**src/rtl/way_partitioned_lru_replacer_assert.svh**
```systemverilog
// Assertion macros shared by the replacement-state RTL.
`ifndef WAY_PARTITIONED_LRU_REPLACER_ASSERT_SVH
`define WAY_PARTITIONED_LRU_REPLACER_ASSERT_SVH
`ifndef SYNTHESIS
`define WPLRU_ASSERT_IMP(lbl, clk, rst, ante, cons) \
   lbl: assert property (@(posedge clk) disable iff (rst) (ante) |-> (cons)) \
      else $error("wplru: same-cycle check failed");
`define WPLRU_ASSERT_NXT(lbl, clk, rst, ante, cons) \
   lbl: assert property (@(posedge clk) disable iff (rst) (ante) |=> (cons)) \
      else $error("wplru: next-cycle check failed");
`else
`define WPLRU_ASSERT_IMP(lbl, clk, rst, ante, cons)
`define WPLRU_ASSERT_NXT(lbl, clk, rst, ante, cons)
`endif
`endif

```
**src/rtl/wplru_ram.sv**
```systemverilog
// Generic single-clock RAM with one write port and one registered read port.
module wplru_ram #(
   parameter  int WIDTH = 8,
   parameter  int DEPTH = 16,
   localparam int AW    = (DEPTH > 1) ? $clog2(DEPTH) : 1
) (
   input  logic             clock,
   input  logic             wr_en,
   input  logic [AW-1:0]    wr_addr,
   input  logic [WIDTH-1:0] wr_data,
   input  logic             rd_en,
   input  logic [AW-1:0]    rd_addr,
   output logic [WIDTH-1:0] rd_data
);

   logic [WIDTH-1:0] mem [DEPTH];

   always_ff @(posedge clock) begin
      if (wr_en) begin
         mem[wr_addr] <= wr_data;
      end
      if (rd_en) begin
         rd_data <= mem[rd_addr];
      end
   end

endmodule

```
**config.mk**
```make
export PLATFORM = sky130hd
export DESIGN_NAME = wplru_ram
export DESIGN_NICKNAME = d
export VERILOG_FILES = /design/src/rtl/way_partitioned_lru_replacer_assert.svh /design/src/rtl/wplru_ram.sv
export SDC_FILE = /design/constraint.sdc
export NUM_CORES = 1
export LEC_CHECK = 0
export BUFFER_PORTS_ARGS = -buffer_cell sky130_fd_sc_hd__buf_2
export CAP_MARGIN = 10
export CORE_MARGIN = 1.5
export CORE_UTILIZATION = 58
export CTS_CLUSTER_SIZE = 10
export DETAILED_ROUTE_END_ITERATION = 8
export GPL_ROUTABILITY_DRIVEN = 0
export PLACE_DENSITY = 0.76
export SYNTH_ARGS = -nofsm -noshare
export SYNTH_HDL_FRONTEND = slang
export SYNTH_SLANG_ARGS = --single-unit
export TNS_END_PERCENT = 10
```
**constraint.sdc**
```tcl
create_clock -name clock -period 2.9 [get_ports clock]
set_clock_uncertainty 0.1 [all_clocks]
set_input_delay 0.58 -clock clock [delete_from_list [all_inputs] [get_ports clock]]
set_output_delay 0.58 -clock clock [all_outputs]
set_load 0.005 [all_outputs]
```
==> summary.md <==
| Metric | Value |
|---|---|
| Sw Share | `around a fifth` |
| Primary FF master, synth | `edfxtp_1` |
| Power Internal | `around 3.5 mW` |
| Setup bufs post-CTS | `0` |
| Post-synthesis sequential area ratio | `around 78%` |
| Max Cap Violations | `0` |
| Starting DRT DRC Count | `slightly above 300` |
| Post-route ant nets | `0` |
| Clock transition at path regs | `0.06 ns` |
| Top-count cell post-synth | `edfxtp_1` |
| DR WL met2 | `~5.1 mm` |
| Worst R2R Path Depth | `3` |
| PwrDens | `between 700 and 800 mW/mm2` |
| P_sw | `about 880 uW` |
| CP required | `between 3 and 4 ns` |
| I/O Buffers | `26` |
| Synth Cell Area | `~0.0052 mm2` |
| Dpl cells | `374` |
| CTS Buffer Depth | `2` |
| Fin cells | `approximately 400` |
| Initial antenna violation count | `0` |
| Sequential fraction of design power | `50.8%` |
| RR Startpoint | `mem[5][2]$_DFFE_PP_` |
| Hold_buf cts | `0` |
| Die area | `~0.0096 mm2` |
| Crit path from | `rd_addr[0]` |
| Reg2reg end | `rd_data[2]$_DFFE_PP_` |
| Comb power frac | `around 4.7%` |
| Setup TNS | `0 ns` |
| Critical Path End Type | `flip-flop` |
| Largest area contributor in the netlist | `edfxtp_1` |
| CORE AREA | `0.00872 mm2` |
| Fill count | `between 500 and 600` |
| Main combinational cell family by area after synthesis | `multiplexers` |
| Syn Area/Cell | `between 20 and 25 um2` |
| Drt first pass iters | `4` |
| DR DRC count | `0` |
| Synth cell types | `18` |
| Largest net degree at the start of global routing | `20` |
| Total via count in the routed design | `~2,500` |
| H-tree Lvls | `4` |
| CTS tree | `built` |
| Fin. max-slew vios | `0` |
| CTS Sinks | `136` |
| Adder-cell share of the synthesized area | `0%` |
| Worst Setup Start Kind | `input pin` |
| Synth Net Count | `248` |
| Compound-gate portion of the synthesized area | `2.30%` |
| Crit path largest cell delay | `between 0.5 and 0.6 ns` |
| XOR/XNOR Fraction of Synth Area | `0%` |
| Placed Area | `about 0.0056 mm2` |
| Worst path slowest cell | `mux4_1` |
| Tmin final | `slightly below 2 ns` |
| Post-synth EDFFs | `roughly 140` |
| CTS Root Cell | `clkbuf_8` |
| Total global routing track utilization | `24.3%` |
| Met1 wire length | `between 4 and 5 mm` |
| Ratio of cells with drive above 1 in the final layout | `30.6%` |
| Fmax | `roughly 500 MHz` |
| Syn-to-layout area delta | `16.9%` |
| Vias per cell | `about 6.3` |
| Post-synthesis simple-gate area fraction | `under 10%` |
| Ports | `27` |
| Critical path class | `in -> reg` |
| #FFs+latches synth | `136` |
| Largest cells by area after synthesis | `edfxtp_1 (78%), mux4_2 (7.8%), mux4_1 (7.0%)` |
| Worst Hold End | `rd_data[3]$_DFFE_PP_` |
| Post-route cell area | `a little over 0.006 mm2` |
| HP Class | `in -> reg` |
| Post_cts resized | `0` |
| Number of CTS-inserted buffers | `17` |
| DR WL/cell | `about 26 um` |
| Most instantiated cells after synthesis | `edfxtp_1 (136), mux4_2 (18), a22oi_1 (16)` |
| Met3 WL post-DR | `roughly 830 um` |
| Global-route wire length before repair | `between 15 and 20 mm` |
| Tcrit/Tclk final | `67.2%` |
| Mux contribution to synthesized area | `14.8%` |
| Crit-path cells | `buf_2 -> buf_12 -> mux4_1 -> a22oi_1 -> nand2_1` |
| Post-Synthesis Cells | `229` |
| RSZ-0062 raised after global routing | `no` |
| Number of global-route vias before repair | `2,499` |
| Routed wire length | `10.5 mm` |
| CP arrival | `~2.1 ns` |
| Row count | `34` |
| Slew @ Worst Pin | `0.725 ns` |
| Top layer used by detailed routing | `met4` |
| Starting density of the core | `roughly three fifths` |
| Synth top area share | `about four fifths` |
| Die height | `between 90 and 100 um` |
| NumNets Final | `304` |
| Status | `completed` |
| Worst rel slew slack | `51.5%` |
| Clk_lat worst skew | `between 0.5 and 0.6 ns` |
| Final setup viols | `0` |
| Yosys warning total | `0` |
| Leakage power | `between 2 and 2.5 nW` |
| Max VDD drop | `between 0.5 and 0.6 mV` |
| Worst Hold Launch | `rd_en` |
| Hold Path Cell Cnt | `1` |
| Register-to-register setup slack | `~1.2 ns` |
| Crit-path max FO | `14` |
| Die Wd | `97.9 um` |
| Asr flop ratio synth | `0%` |
| Final Hold Viols | `0` |
| GRT Residual Overflow | `0` |
| Ant. Diodes | `0` |
| Clock power share | `44.5%` |
| HPWL Detailed | `6.33 mm` |
==> final cells by class <==
class,instances,area (um2),area share (%)
tap,108,135,2.21
sequential,136,4080,66.8
clock inverter,10,105,1.72
timing repair buffer,47,300,4.91
clock buffer,21,429,7.02
multi-input combinational,83,1060,17.3
==> cell families after synthesis <==
group | after synthesis
buf+inv | 10
flops | 136
simple gates | 35
compound gates | 16
mux | 32
==> sequential cells by signal (all words and copies together) (netlist names) <==
name / flops
mem: 128
rd_data: 8
==> how the worst max path moves through the flow <==
| stage | cells past startpoint | slack, ns | end |
|---|---|---|---|
| global route | 5 | 0.87 | rd_data[1]$_DFFE_PP_ |
| floorplan | 2 | 0.73 | mem[0][0]$_DFFE_PP_ |
| detailed placement | 5 | 0.48 | rd_data[4]$_DFFE_PP_ |
| finish | 5 | 0.95 | rd_data[1]$_DFFE_PP_ |
| global placement | 5 | 0.48 | rd_data[4]$_DFFE_PP_ |
| CTS | 5 | 0.95 | rd_data[1]$_DFFE_PP_ |
==> through the flow <==
step / utilization (%) / hold WS, ns / power (mW) / setup WS [ns]
floorplan: - / 0.579 / 2.38 / 0.727
global placement: 63.9 / 0.638 / 2.46 / 0.484
detailed placement: 63.9 / 0.646 / 2.47 / 0.479
CTS: 70.1 / 0.312 / 4.41 / 0.953
global route: 70.1 / 0.307 / 4.52 / 0.868
finish: 70.1 / 0.332 / 4.39 / 0.950
==> metal layers <==
layer  vias to the layer above  global-route usage [%]
met5                         -                       0
li1                       1093                       -
met4                         0                    10.2
met2                       130                    36.0
met3                        17                    6.66
met1                      1306                    34.8
==> power groups by stage <==
stage / combinational, mW / sequential [mW] / clock, mW
after floorplan: 0.112 / 2.26 / 0
after global placement: 0.194 / 2.27 / 0
after detailed placement: 0.201 / 2.27 / 0
after CTS: 0.206 / 2.23 / 1.98
after global routing: 0.220 / 2.23 / 2.07
final: 0.204 / 2.23 / 1.95
==> critical path: cells and delay by family <==
family / cells / cell delay (ns)
AO/OA/AOI/OAI: 1 / 0.27
multiplexers: 1 / 0.57
AND/OR/NAND/NOR: 1 / 0.10
buffers and inverters: 2 / 0.56
==> cell usage in the layout, fill, tap and decap left out <==
cell type   count
edfxtp_1      136
buf_2          26
buf_4          20
mux4_2         18
a22oi_1        16
clkbuf_16      16
mux4_1         14
nor2_1         13
nand2_1         9
nor3_1          4
clkbuf_1        4
clkinv_2        3
clkinvlp_4      3
nand3b_1        2
nand2b_1        2
bufinv_16       2
clkinv_1        2
nor2b_1         1
and2_1          1
and2b_1         1
nand3_1         1
or3b_2          1
clkbuf_8        1
buf_12          1
Power figures use the tool's default switching activity.
