**src/rtl/way_partitioned_lru_replacer_assert.svh**
```systemverilog
// Assertion macros shared by the replacement-state RTL.
`ifndef WAY_PARTITIONED_LRU_REPLACER_ASSERT_SVH
`define WAY_PARTITIONED_LRU_REPLACER_ASSERT_SVH
`ifndef SYNTHESIS
`define WPLRU_ASSERT_IMP(lbl, clk, rst, ante, cons) \
   lbl: assert property (@(posedge clk) disable iff (rst) (ante) |-> (cons)) \
      else $error("wplru: same-cycle check failed");
`define WPLRU_ASSERT_NXT(lbl, clk, rst, ante, cons) \
   lbl: assert property (@(posedge clk) disable iff (rst) (ante) |=> (cons)) \
      else $error("wplru: next-cycle check failed");
`else
`define WPLRU_ASSERT_IMP(lbl, clk, rst, ante, cons)
`define WPLRU_ASSERT_NXT(lbl, clk, rst, ante, cons)
`endif
`endif

```
**src/rtl/wplru_pkg.sv**
```systemverilog
// Shared types and constants of the way-partitioned LRU replacer.
package wplru_pkg;

   localparam int WAYS_DEF = 16;
   localparam int SETS_DEF = 2048;

   localparam int SET_INDEX_W = 11;
   localparam int WAY_INDEX_W = 4;
   localparam int AGE_W       = 4;
   localparam int PART_W      = 5;

   localparam logic [AGE_W-1:0]  AGE_MAX    = 4'd15;
   localparam logic [PART_W-1:0] PART_RESET = 5'd8;

   localparam logic CMD_QUERY = 1'b0;
   localparam logic CMD_TOUCH = 1'b1;

   typedef enum logic [1:0] {
      ST_CLEAR,
      ST_IDLE,
      ST_READ,
      ST_EVAL
   } state_type;

   typedef struct packed {
      logic [WAY_INDEX_W-1:0] victim_way;
      logic                   was_invalid;
      logic                   no_victim;
   } pick_rsp_type;

endpackage

```
**src/rtl/wplru_pick.sv**
```systemverilog
// Victim selection over one set row: first invalid way, else partition-aware oldest line.
module wplru_pick #(
   parameter int WAYS = wplru_pkg::WAYS_DEF
) (
   input  logic [WAYS-1:0]                        valid,
   input  logic [WAYS-1:0]                        owner,
   input  logic [WAYS-1:0][wplru_pkg::AGE_W-1:0]  age,
   input  logic [wplru_pkg::PART_W-1:0]           partition,
   input  logic                                   core,
   output wplru_pkg::pick_rsp_type                rsp
);
   import wplru_pkg::*;

   localparam int WAY_W  = $clog2(WAYS);
   localparam int LEAVES = 1 << WAY_W;
   localparam int CNT_W  = $clog2(WAYS + 1);
   localparam int CMP_W  = 7;

   logic               inv_found;
   logic [WAY_W-1:0]   inv_idx;
   logic [CNT_W-1:0]   count0;
   logic               target;
   logic [WAY_W:0][LEAVES-1:0]              t_hit;
   logic [WAY_W:0][LEAVES-1:0][WAY_W-1:0]   t_idx;
   logic [WAY_W:0][LEAVES-1:0][AGE_W-1:0]   t_age;
   logic [WAY_W+WAY_INDEX_W-1:0]            way_ext;

   // Scanning downward leaves the lowest-numbered invalid way.
   always_comb begin
      inv_found = 1'b0;
      inv_idx   = '0;
      for (int w = WAYS - 1; w >= 0; w--) begin
         if (!valid[w]) begin
            inv_found = 1'b1;
            inv_idx   = WAY_W'(w);
         end
      end
   end

   always_comb begin
      count0 = CNT_W'($countones(~owner));
      if (CMP_W'(partition) > CMP_W'(count0)) begin
         target = 1'b1;
      end else if (CMP_W'(partition) < CMP_W'(count0)) begin
         target = 1'b0;
      end else begin
         target = core;
      end
   end

   // Max tree on age; the right (higher-numbered) side wins ties.
   always_comb begin
      t_hit = '0;
      t_idx = '0;
      t_age = '0;
      for (int l = 0; l < LEAVES; l++) begin
         if (l < WAYS) begin
            t_hit[0][l] = (owner[l] == target);
            t_idx[0][l] = WAY_W'(l);
            t_age[0][l] = age[l];
         end
      end
      for (int lv = 0; lv < WAY_W; lv++) begin
         for (int n = 0; n < (LEAVES >> (lv + 1)); n++) begin
            if (t_hit[lv][2*n+1] &&
                (!t_hit[lv][2*n] || (t_age[lv][2*n+1] >= t_age[lv][2*n]))) begin
               t_hit[lv+1][n] = 1'b1;
               t_idx[lv+1][n] = t_idx[lv][2*n+1];
               t_age[lv+1][n] = t_age[lv][2*n+1];
            end else begin
               t_hit[lv+1][n] = t_hit[lv][2*n];
               t_idx[lv+1][n] = t_idx[lv][2*n];
               t_age[lv+1][n] = t_age[lv][2*n];
            end
         end
      end
   end

   always_comb begin
      rsp = '0;
      way_ext = '0;
      if (inv_found) begin
         way_ext          = {{WAY_INDEX_W{1'b0}}, inv_idx};
         rsp.victim_way   = way_ext[WAY_INDEX_W-1:0];
         rsp.was_invalid  = 1'b1;
      end else if (t_hit[WAY_W][0]) begin
         way_ext          = {{WAY_INDEX_W{1'b0}}, t_idx[WAY_W][0]};
         rsp.victim_way   = way_ext[WAY_INDEX_W-1:0];
      end else begin
         rsp.no_victim    = 1'b1;
      end
   end

endmodule

```
**config.mk**
```make
export PLATFORM = sky130hd
export DESIGN_NAME = wplru_pick
export DESIGN_NICKNAME = d
export VERILOG_FILES = /design/src/rtl/way_partitioned_lru_replacer_assert.svh /design/src/rtl/wplru_pkg.sv /design/src/rtl/wplru_pick.sv
export SDC_FILE = /design/constraint.sdc
export NUM_CORES = 1
export LEC_CHECK = 0
export BUFFER_PORTS_ARGS = -buffer_cell sky130_fd_sc_hd__buf_2
export CORE_UTILIZATION = 55
export DETAILED_ROUTE_END_ITERATION = 8
export PLACE_DENSITY = 0.88
export REMOVE_ABC_BUFFERS = 1
export SLEW_MARGIN = 10
export SYNTH_ARGS = -nofsm -noshare
export SYNTH_HDL_FRONTEND = slang
export SYNTH_SLANG_ARGS = --single-unit
```
**constraint.sdc**
```tcl
create_clock -name vclk -period 15.43
set_input_delay 2.3145 -clock vclk [all_inputs]
set_output_delay 2.3145 -clock vclk [all_outputs]
set_load 0.1 [all_outputs]
```
==> results by stage <==
Placed design:
- After legalization and detailed placement, the total HPWL measured 7.140 mm.
- The worst slack after detailed placement is 0.6517 ns.
- At the end of routability-driven placement, the weighted congestion stood at 0.8622.
- After detailed placement, the total cell area comes to 3904 um2.
- The count of input and output buffers is 108.

Global routing:
- For this run the aggregate overflow at the end of global routing stands at 0.
- The via count of the first global-routing pass is 3,306.
- The global-route wire length before repair is 13.19 mm.
- Entering global routing, the biggest net connects 34 pins.
- Global routing used 24.83% of the available tracks.
- The number of antenna violations at the first check in global routing is 0.

Critical path:
- The critical path's slowest cell is fa_1.
- The data arrival time at the worst-slack endpoint is 12.48 ns.
- The number of buffers and inverters on the critical path is 7.
- Of all nets on the critical path, the largest fanout is 33.
- The biggest cell delay along the critical path is 0.55 ns.
- For the worst setup path, the data required time is 13.12 ns.
- The category of the worst setup path launch point is an input port.
- The dominant delay contributor by cell family on the critical path is compound AO/OA/AOI/OAI gates.
- The worst setup path is captured at an output pin.
- The kind of critical path is input port to output pin.

Layout:
- The post-route netlist has 25.37% of its cells at a drive strength greater than 1.
- The count of fill cells added during filler insertion is 487.
- The multi-input combinational cells in the finished layout cover a total of 3010 um2.
- The sequential cell count is 0.
- Once layout is complete, the utilization of the core stands at 68.83%.
- From synthesis to final layout, the design area changed by 17.24%.
- Summing all non-filler instances in the final layout gives an area of 3906 um2.
- The antenna diode count is 0.
- Across the whole layout, storage elements account for 0 um2.
- The layout has 0 clock buffers.
- The final layout net count is 724.

Synthesis:
- The combined area of all synthesized cells is 3332 um2.
- By area the synthesized netlist is led by ha_1, mux2i_1, inv_1.
- The number of different library cells in the post-synthesis netlist is 51.
- Of the post-synthesis cell area, the dominant cell type holds 26.29%.
- Synthesis handed over a netlist of 439 instances.
- During synthesis, Yosys emitted a total of 0 warnings.
- The post-synthesis area per instance is 7.590 um2.
- The commonest cells after synthesis are ha_1, inv_1, nor2_1.
- The sequential fraction of the synthesis area is 0%.
- The largest total area in the synthesized netlist belongs to ha_1.

STA:
- The number of setup violations in the final report is 0.
- The hold violation count in the final report came to 0.
- Setup repair after global routing left no endpoint under its margin.
- The slew of the pin with the lowest slew margin is 0.5901 ns.
- The max-slew violation count came to 0.
- The maximum achievable frequency is 67.59 MHz.
- The slack of the critical path is 0.6351 ns.
- The setup TNS is 0 ns.
- The worst path needs 14.79 ns of the cycle, external delays included.
- The final period utilization is 95.88%.
- The worst pin sits at a relative slew slack of 59.54%.

Die:
- In this run the standard cell core region covers 5675 um2.
- The area of the die is 6374 um2.
- The initial core utilization is 58.71%.
- 108 I/O pins were placed.
- The cell row count is 27.
- The die width is 79.84 um.
- The die outline height is 79.84 um.

Detailed routing:
- The total wirelength of the detailed-routed design is 8.044 mm.
- The total DRC errors in the routed layout is 0.
- The number of nets still failing antenna checks after routing is 0.
- In this run, the number of DRC markers left after iteration 0 of detailed routing was 164.
- The detailed-router iteration count before antenna repair is 4.
- In the routed layout, each cell is associated on average with a via count of 5.572.
- Detailed routing inserted a total of 3,410 vias.
- The average wire length per cell after detail routing is 13.14 um.

Hold path:
- The worst min-delay path category is input port to output pin.
- The number of cells on the worst hold path is 4.
- The worst hold path terminates at rsp[3].
- The origin of the worst min-delay path is valid[1].

Status:
- The flow ran to the end, and the final reports show no timing, DRC or antenna violations.

Pwr:
- The peak supply drop is 0.1620 mV.
- The reported leakage power is 0.002180 uW.
- After layout, the design draws a total of 771.2 uW.
- Power spread over the standard cell area amounts to 197.4 nW/um2.

CTS:
- The total setup buffers inserted after CTS is 0.

Job:
- Across the run, the number of max-cap violations was 0.
## area by class of cell
| class | instances | share of cell area, % |
|---|---|---|
| tap | 72 | 2.306 |
| inverter | 70 | 6.726 |
| timing repair buffer | 108 | 13.90 |
| multi-input combinational | 362 | 77.07 |
## what timing repair did
action / 4_1_cts / 5_1_grt
endpoints found under the hold margin: 0 / 0
endpoints found under the setup margin: 0 / 1
hold buffers: 0 / 0
resized for setup: 0 / 1
## worst max-delay path by stage
stage | start | endpoint | slack, ns | depth (start not counted)
6_report | owner[0] | rsp[4] | 0.64 | 44
5_1_grt | owner[0] | rsp[4] | 0.02 | 44
4_1_cts | owner[0] | rsp[3] | 0.62 | 43
3_5_place_dp | owner[0] | rsp[3] | 0.65 | 42
3_3_place_gp | owner[0] | rsp[3] | 0.95 | 41
2_1_floorplan | owner[0] | rsp[3] | -0.07 | 40
## stage by stage
stage / hold WS (ns) / cells
after floorplan: 5.236 / 432
after global placement: 5.161 / 612
after detailed placement: 5.158 / 612
after CTS: 5.158 / 612
after global routing: 5.168 / 612
final: 5.146 / 612
## per-layer routing
layer / global-route usage, % / vias up / part of all wire (%)
li1: - / 1760 / -
met1: 28.71 / 1521 / 42
met2: 50.09 / 119 / 52
met3: 1.371 / 10 / 4.7
met4: 3.393 / 0 / 0.86
met5: 0 / - / 0
## cells by family (layout without fill, tap and decap cells)
logic type	after synthesis	in the layout	synth area share (%)
adders and majority gates	80	80	32.29
buffers and inverters	77	178	9.651
AOI/OAI and AO/OA	100	100	23.51
muxes	46	46	14.27
xor gates and xnor gates	5	5	1.315
and+or+nand+nor	131	131	18.96
## power by group
| part | switching, uW | leakage [uW] | internal [uW] | total (uW) |
|---|---|---|---|---|
| logic | 419 | 0.00218 | 352 | 771 |
| clock network | 0 | 0 | 0 | 0 |
| registers | 0 | 0 | 0 | 0 |
## cells in the final DEF, fill, tap and decap left out, types with 4 or more instances in the layout
cell type and n:
nand3_1 6, nor2b_1 6, mux2i_1 36, a21boi_0 4, mux2_2 9, o21ai_1 6, o211ai_1 4, fa_1 10
inv_1 70, a21o_1 17, buf_2 107, o21a_1 6, nand2_1 28, nor2_1 40, a2111oi_0 7, ha_1 70
nand2b_1 16, nand4_1 7, o21ai_0 7, a21oi_1 24, or2_2 4, nor3_1 16
## worst min-delay path, stage by stage
cell and delay, ns:
buf_2 0.11, nand4_1 0.06, o31ai_1 0.07, clkbuf_4 0.27
Note: power is estimated with default switching activity, not from simulation.
